File: src/rtl/assert_macros.svh
// Assertion macros for the RTL files; included by the FIFO top level.
`ifndef ASSERT_MACROS_SVH
`define ASSERT_MACROS_SVH

// Checked on every clk edge, held off while rst_n is low.
`define BRB_ASSERT(lbl, prop, msg) \
    lbl: assert property (@(posedge clk) disable iff (!rst_n) prop) else $error(msg);

// Checked on every clk edge, reset included.
`define BRB_ASSERT_ALWAYS(lbl, prop, msg) \
    lbl: assert property (@(posedge clk) prop) else $error(msg);

`endif

File: src/rtl/brb_pkg.sv
// Constants and types of the byte ring buffer FIFO.
package brb_pkg;

    localparam int BUFFER_SIZE = 256;
    localparam int PTR_W       = $clog2(BUFFER_SIZE);
    localparam int DATA_W      = 8;
    localparam int OCC_W       = 8;

    typedef logic [PTR_W-1:0]  ptr_t;
    typedef logic [DATA_W-1:0] byte_t;
    typedef logic [OCC_W-1:0]  occ_t;

    localparam logic MODE_PUSH = 1'b0;
    localparam logic MODE_POP  = 1'b1;

    // Status of one word, carried from the access stage to the output stage.
    typedef struct packed {
        logic data_valid;
        logic push_accepted;
        logic oldest_dropped;
        occ_t occupancy;
    } status_t;

endpackage

File: src/rtl/byte_ring_buffer_fifo.sv
// Byte ring buffer FIFO: top level.
//
// Usage:
//   Input channel in_valid/in_stall carries one word: mode (0 push, 1 pop)
//   and data_in. Output channel out_valid/out_stall returns one result word
//   per input word: data_out, data_valid, push_accepted, oldest_dropped and
//   occupancy after the operation. A word moves when valid is high and
//   stall is low.
//   The buffer holds up to BUFFER_SIZE - 1 bytes. cfg_wr_en/cfg_wr_data set
//   overwrite_when_full (1 drops the oldest byte on a full push, 0 rejects).
//   Result path: the synchronous store read registers the popped byte, then
//   the output register holds the result word.
//   Throughput: one word per cycle while the receiver keeps out_stall low;
//   pointers update in the accept cycle and the single store port takes at most one
//   read or one write per word.
//   Reset clears both pointers (buffer empty), empties the pipeline and sets
//   overwrite_when_full to 1. Store contents are not cleared.
//   When the receiver stalls, the result holds in the output register, one
//   more word waits in the access stage, then in_stall rises.
module byte_ring_buffer_fifo (
    input  logic                 clk,
    input  logic                 rst_n,
    input  logic                 cfg_wr_en,
    input  logic                 cfg_wr_data,
    input  logic                 in_valid,
    output logic                 in_stall,
    input  logic                 mode,
    input  brb_pkg::byte_t       data_in,
    output logic                 out_valid,
    input  logic                 out_stall,
    output brb_pkg::byte_t       data_out,
    output logic                 data_valid,
    output logic                 push_accepted,
    output logic                 oldest_dropped,
    output brb_pkg::occ_t        occupancy
);
    import brb_pkg::*;

    `include "assert_macros.svh"

    byte_t   store_mem [BUFFER_SIZE];
    byte_t   rd_data_reg;

    ptr_t    wp_reg, wp_next;
    ptr_t    rp_reg, rp_next;
    logic    ovw_reg;

    logic    pend_valid_reg;
    status_t pend_reg;
    status_t pend_next;

    logic    out_valid_reg;
    status_t out_reg;
    byte_t   out_data_reg;

    logic    in_accept;
    logic    pend_move;
    logic    full;
    logic    empty;
    logic    do_write;
    logic    do_read;
    ptr_t    wp_inc;
    ptr_t    rp_inc;

    assign pend_move = pend_valid_reg && (!out_valid_reg || !out_stall);
    assign in_stall  = pend_valid_reg && !pend_move;
    assign in_accept = in_valid && !in_stall;

    assign wp_inc = wp_reg + ptr_t'(1);
    assign rp_inc = rp_reg + ptr_t'(1);
    assign full   = (wp_inc == rp_reg);
    assign empty  = (wp_reg == rp_reg);

    always_comb
    begin
        do_write  = 1'b0;
        do_read   = 1'b0;
        wp_next   = wp_reg;
        rp_next   = rp_reg;
        pend_next = '0;
        if (mode == MODE_PUSH)
        begin
            if (!full || ovw_reg)
            begin
                do_write                = in_accept;
                wp_next                 = wp_inc;
                pend_next.push_accepted = 1'b1;
                if (full)
                begin
                    rp_next                  = rp_inc;
                    pend_next.oldest_dropped = 1'b1;
                end
            end
        end
        else if (!empty)
        begin
            do_read              = in_accept;
            rp_next              = rp_inc;
            pend_next.data_valid = 1'b1;
        end
        pend_next.occupancy = occ_t'(ptr_t'(wp_next - rp_next));
    end

    // Store: at most one write or one registered read per accepted word.
    always_ff @(posedge clk)
    begin
        if (do_write)
        begin
            store_mem[wp_reg] <= data_in;
        end
        if (do_read)
        begin
            rd_data_reg <= store_mem[rp_reg];
        end
    end

    always_ff @(posedge clk or negedge rst_n)
    begin
        if (!rst_n)
        begin
            wp_reg         <= '0;
            rp_reg         <= '0;
            ovw_reg        <= 1'b1;
            pend_valid_reg <= 1'b0;
            out_valid_reg  <= 1'b0;
        end
        else
        begin
            if (cfg_wr_en)
            begin
                ovw_reg <= cfg_wr_data;
            end
            if (in_accept)
            begin
                wp_reg <= wp_next;
                rp_reg <= rp_next;
            end
            if (in_accept)
            begin
                pend_valid_reg <= 1'b1;
            end
            else if (pend_move)
            begin
                pend_valid_reg <= 1'b0;
            end
            if (pend_move)
            begin
                out_valid_reg <= 1'b1;
            end
            else if (!out_stall)
            begin
                out_valid_reg <= 1'b0;
            end
        end
    end

    always_ff @(posedge clk)
    begin
        if (in_accept)
        begin
            pend_reg <= pend_next;
        end
        if (pend_move)
        begin
            out_reg      <= pend_reg;
            out_data_reg <= pend_reg.data_valid ? rd_data_reg : '0;
        end
    end

    assign out_valid      = out_valid_reg;
    assign data_out       = out_data_reg;
    assign data_valid     = out_reg.data_valid;
    assign push_accepted  = out_reg.push_accepted;
    assign oldest_dropped = out_reg.oldest_dropped;
    assign occupancy      = out_reg.occupancy;

    `BRB_ASSERT(a_pop_push_excl, out_valid |-> !(data_valid && push_accepted), "pop and push both flagged")
    `BRB_ASSERT(a_drop_needs_push, out_valid && oldest_dropped |-> push_accepted, "drop without push")
    `BRB_ASSERT(a_push_not_empty, in_accept && do_write |=> wp_reg != rp_reg, "empty after push")
    `BRB_ASSERT_ALWAYS(a_stall_needs_pend, in_stall |-> pend_valid_reg, "stall with empty stage")

endmodule
File: config.mk
export PLATFORM = sky130hd
export DESIGN_NAME = byte_ring_buffer_fifo
export DESIGN_NICKNAME = d
export VERILOG_FILES = /design/src/rtl/brb_pkg.sv /design/src/rtl/byte_ring_buffer_fifo.sv
export VERILOG_INCLUDE_DIRS = /design/src /design/src/rtl
export SDC_FILE = /design/constraint.sdc
export NUM_CORES = 2
export LEC_CHECK = 0
export ABC_AREA = 1
export BUFFER_PORTS_ARGS = -buffer_cell sky130_fd_sc_hd__buf_4
export CAP_MARGIN = 20
export CORE_MARGIN = 5
export CORE_UTILIZATION = 45
export DETAILED_ROUTE_END_ITERATION = 8
export PLACE_DENSITY = 0.68
export SLEW_MARGIN = 15
export SYNTH_ARGS = -nofsm -noshare
export SYNTH_HDL_FRONTEND = slang
export SYNTH_SLANG_ARGS = --single-unit
export TNS_END_PERCENT = 10
File: constraint.sdc
create_clock -name clk -period 3.25 [get_ports clk]
set_input_delay 0.325 -clock clk [delete_from_list [all_inputs] [get_ports clk]]
set_output_delay 0.325 -clock clk [all_outputs]
set_load 0.05 [all_outputs]
# Word level (Yosys, flattened, before mapping)
# Memories as Yosys holds them, arrays and structs flattened. A register that Yosys moved wholly into a read port is not among the register bits.
# Index checks and enable logic that the tools add are counted.
[word_totals]
ff_bits = 49
ramBits = 2048
input_bits = 15
output_inout_bits = 21
n_memories = 1
[classes]
n_addsub = 3
n_eq_ne = 3
muxes = 19
n_bitwise = 1
reduce_logical = 12
[memory_table]
columns = ["memory", "depth", "word_bits", "read_ports", "rd_ports_with_merged_regs", "write_ports", "line", "source"]
rows = [
  ["store_mem", 256, 8, 1, 1, 1, "byte_ring_buffer_fifo.sv:41", "byte_t store_mem [BUFFER_SIZE];"],
]
[ops]
columns = ["cell", "n"]
rows = [
  ["$mux W8", 6],
  ["$add A8 B1 Y8 const B", 2],
  ["$eq A8 B8 Y1", 2],
  ["$mux W1", 12],
  ["$sub A8 B8 Y8", 1],
  ["$logic_not A1 Y1", 5],
  ["$logic_and A1 B1 Y1", 3],
  ["$logic_or A1 B1 Y1", 2],
  ["$mux W2", 1],
  ["$ne A2 B1 Y1 const B", 1],
  ["$reduce_bool A2 Y1", 1],
  ["$reduce_or A2 Y1", 1],
  ["$not A1 Y1", 1],
]

# Longest topological paths before layout
[logic_depth]
word_depth = 11
mapped_depth = 25
depth_no_buf = 23

# Worst setup path before layout
# Ideal clock, no wire load.
[synth_timing]
kind = "reg-to-reg"
from = "reg wp_reg[0]"
to = "reg pend_reg[7] (netlist bit) (data pin)"
setup_time_ps = 252
t_arrival_ps = 2857
required_time_ps = 2998
path_slack_ps = 141
path_stages_with_launch = 20
cell_sequence = "dfrtp_1 -> ha_1 -> buf_2 -> nand3_4 -> nand2_1 -> nand2_1 -> nor2_1 -> nor2_2 -> nand4_4 -> nand2_4 -> nand4_1 -> nor3_2 -> xor2_1 -> inv_1 -> ha_1 -> a21oi_1 -> a21boi_1 -> nand2_1 -> nand2_1 -> nand2_1"
[synth_rtl]
columns = ["element", "line", "source"]
rows = [
  ["start, declared", "byte_ring_buffer_fifo.sv:44", "ptr_t wp_reg, wp_next;"],
  ["start signal, assigned", "byte_ring_buffer_fifo.sv:135", "wp_reg <= wp_next;"],
  ["end signal, assigned", "byte_ring_buffer_fifo.sv:161", "pend_reg <= pend_next;"],
  ["end, declared", "byte_ring_buffer_fifo.sv:49", "status_t pend_reg;"],
]

# Worst setup path after layout
[layout_timing]
from = "reg rp_reg[0]"
to = "reg rd_data_reg[6], read port of store_mem (data pin)"
[layout_between]
elab_chain_len = 3
[layout_lines]
columns = ["element", "line", "source"]
rows = [
  ["start, declared", "byte_ring_buffer_fifo.sv:45", "ptr_t rp_reg, rp_next;"],
  ["start signal, assigned", "byte_ring_buffer_fifo.sv:136", "rp_reg <= rp_next;"],
  ["$eq A8 B8 Y1", "byte_ring_buffer_fifo.sv:72", "assign empty = (wp_reg == rp_reg);"],
  ["$mux W1", "byte_ring_buffer_fifo.sv:95", "else if (!empty)"],
  ["$mux W1", "byte_ring_buffer_fifo.sv:81", "if (mode == MODE_PUSH)"],
  ["end, declared", "byte_ring_buffer_fifo.sv:42", "byte_t rd_data_reg;"],
]
# Parallel ways exist; a longest one is shown, timed or not.
# A chain may end at the register's enable or synchronous reset.

==> flow_summary.toml <==
[run_status]
status = "completed"

[global_routing]
antenna_found_initial = 6
grt.total_usage_pct = 22.7
grt_pass1_vias = 53635
gr-total-overflow = 0
grt_pass1_wl_um = 342000
grt_start_max_net_pins = 161

[die]
die_area_um2 = 196000
core_um2 = 187000
initial_core_util_pct = 45.1
die_y_um = 443
io_pins = 36
die-width_um = 443
num_rows = 159

[layout]
mostFrequentLayoutCell = "edfxtp_1"
mostFrequentLayoutCells = "edfxtp_1, nor2_1, o21ai_0"
nets = 6999
syn2layout_area_growth_pct = 15.0
instances_no_fill = 9632
largest_register_ffs = 2048
drive_gt1_share_pct = 12.7
final_cell_area_um2 = 97100
fillCellCount = 15265

[sta]
postLayoutSetupSlackWorst_ps = 35.7
finClkSkew_ps = 39.5
rsz0062_at_grt = "yes"
fin_crit_ps = 3210
worst_pin_slew_ps = 1020
finalHoldViolations = 0
setup_viol = 0
drv_slew = 0
timing.hold.ws_ps = 66.8
slew_headroom_pct = 32.0
fin_crit_sh_pct = 98.9
fmaxAchievable_mhz = 311

[clocking]
cts-buffers-inserted = 199
cts_tree = "yes"
htree_levels = 4
clock_latency_ps = 860
clock_sinks = 2105
clockRootBuffer = "clkbuf_16"
clk_pin_slew_ps = 60
clock_path_buffers = 3

[power_and_ir_drop]
vdd_drop_max_uv = 684
powerDensity_nw_per_um2 = 845
p_int_mw = 51.6
power_switching_share_pct = 37.2
p_comb_share_pct = 35.1
p_switching_mw = 30.5
leakagePower_nw = 31.9
power_frac_seq_pct = 37.4
p_clk_share_pct = 27.5

[run]
maxCapViolations = 0

[routing]
via_per_inst = 5.88
wirelength_um = 231000
ant_nets = 0
detail_route.iter0.violations = 7344
drc = 0
num_vias = 56671
wl_per_cell_um = 23.9
dr.pass1.iters = 8

[worst_setup_path]
critPathKind = "register to register"
startpoint_type = "register"
ff2ff_path_depth = 12
cp_data_required_time_ps = 3970
critical_path_peak_fanout = 103
end_kind = "register"
critical_path_arrival_ps = 3930

[placement]
port_buffers = 35
place_area_um2 = 90300
post-dp-hpwl_um = 132000
dp_cells = 9244
place_ws_ps = -55.0
place.gp.congestion = 0.891

[yosys]
yosysWarningCount = 0
syn_avg_cell_area_um2 = 12.6
yosysUniqueCellTypes = 39
synth_nets = 6731
ys.flop_type = "edfxtp_1"
yosysSeqAreaShare_pct = 74.7
synth_edf_count = 2086
synth-seq-cells = 2105
netlist_area_um2 = 84500
syn_inst = 6705
synthArstFlopShare_pct = 0.903

[worst_hold_path]
min_path_type = "input pin to register"
whs_path_depth = 1
==> per-layer routing <==
layer  GRT usage, %  routed length [um]
met2           35.9              108000
met3           4.59               23300
met1           31.2               90000
met5              0                   0
met4           8.73                8980
==> critical path, stage by stage, from the launching register on <==
cell and delay (ps):
dfrtp_4 580, buf_12 320, buf_16 330, o21ai_0 170
o22ai_1 180, nor2_1 80, o32ai_1 500, nand2_1 130
nand3_1 210, nand3_1 110, nand2_1 100, nand2_1 140
nand2_1 90
==> final cells by class <==
type	instances	area (um^2)	area share, %
diodes	3	7.51	0.00773
clock inverters	115	1020	1.05
clock buffers	247	5300	5.45
well taps	2495	3120	3.21
inverters	91	375	0.386
repair buffers	554	5060	5.21
multi-input cells	4022	19100	19.7
flip-flops and latches	2105	63100	65.0
==> worst paths after layout <==
check / from / end / slack, ps
worst max-delay path: rp_reg[0] / rd_data_reg[6] / 40
worst min-delay path: data_in[5] / store_mem[113][5] / 70
worst max register to register: rp_reg[0] / rd_data_reg[6] / 40
worst min register to register: pend_reg[7] / occupancy[7] / 420
max in group asynchronous: rst_n / rp_reg[0] / 1780
min in group asynchronous: rst_n / ovw_reg / 530
==> power groups by stage <==
stage	combinational [mW]	clock (mW)	sequential, mW
after detailed placement	27.8	0	31.2
after global placement	27.5	0	31.2
final	28.8	22.6	30.7
after global routing	31.0	24.1	30.7
after CTS	28.0	22.9	30.6
after floorplan	16.7	0	31.1
==> logic make-up after synthesis <==
kind of cell	Yosys count	synth area share (%)
flops	2105	74.7
simple gates	2056	9.54
compound gates	1941	12.5
buf+inv	578	2.90
xor+xnor	14	0.145
fa+ha+maj	11	0.172
==> metrics by stage <==
stage                     TNS [ps]  total power [mW]  util (%)
after global routing          -434              85.8      51.9
after global placement        -194              58.7      48.3
final                            0              82.1      51.9
after CTS                        0              81.5      51.7
after detailed placement      -133              59.0      48.3
after floorplan                  0              47.8         -
==> cells in the mapped netlist (2+ instances only) <==
| master | count | area share, % |
|---|---|---|
| clkbuf_1 | 311 | 1.4 |
| nor2_2 | 2 | 0.015 |
| nand3_1 | 108 | 0.64 |
| buf_6 | 3 | 0.040 |
| nor2_4 | 4 | 0.053 |
| nand2_4 | 4 | 0.053 |
| nor2_1 | 1600 | 7.1 |
| nor3_2 | 2 | 0.024 |
| edfxtp_1 | 2086 | 74 |
| o21ai_0 | 1245 | 7.4 |
| xnor2_1 | 3 | 0.031 |
| xor2_1 | 11 | 0.11 |
| buf_4 | 21 | 0.19 |
| nand2_1 | 296 | 1.3 |
| inv_2 | 7 | 0.031 |
| ha_1 | 10 | 0.15 |
| buf_2 | 139 | 0.82 |
| inv_1 | 83 | 0.37 |
| nand4_4 | 2 | 0.050 |
| nand4_1 | 10 | 0.074 |
| a21oi_1 | 11 | 0.065 |
| dfrtp_1 | 18 | 0.53 |
| o22ai_1 | 616 | 4.6 |
| nor3_1 | 11 | 0.065 |
| o32ai_1 | 23 | 0.24 |
| nand2_2 | 12 | 0.089 |
| o21ai_1 | 43 | 0.25 |
| buf_1 | 13 | 0.058 |
==> repair_timing <==
action	4_1_cts	5_1_grt
endpoints found under the hold margin	193	8
hold buffers	13	1
endpoints found under the setup margin	4	347
pin swaps	0	19
gates resized for setup	5	50
setup buffers	2	6
cloned	0	1
Note: power is estimated with default switching activity, not from simulation.
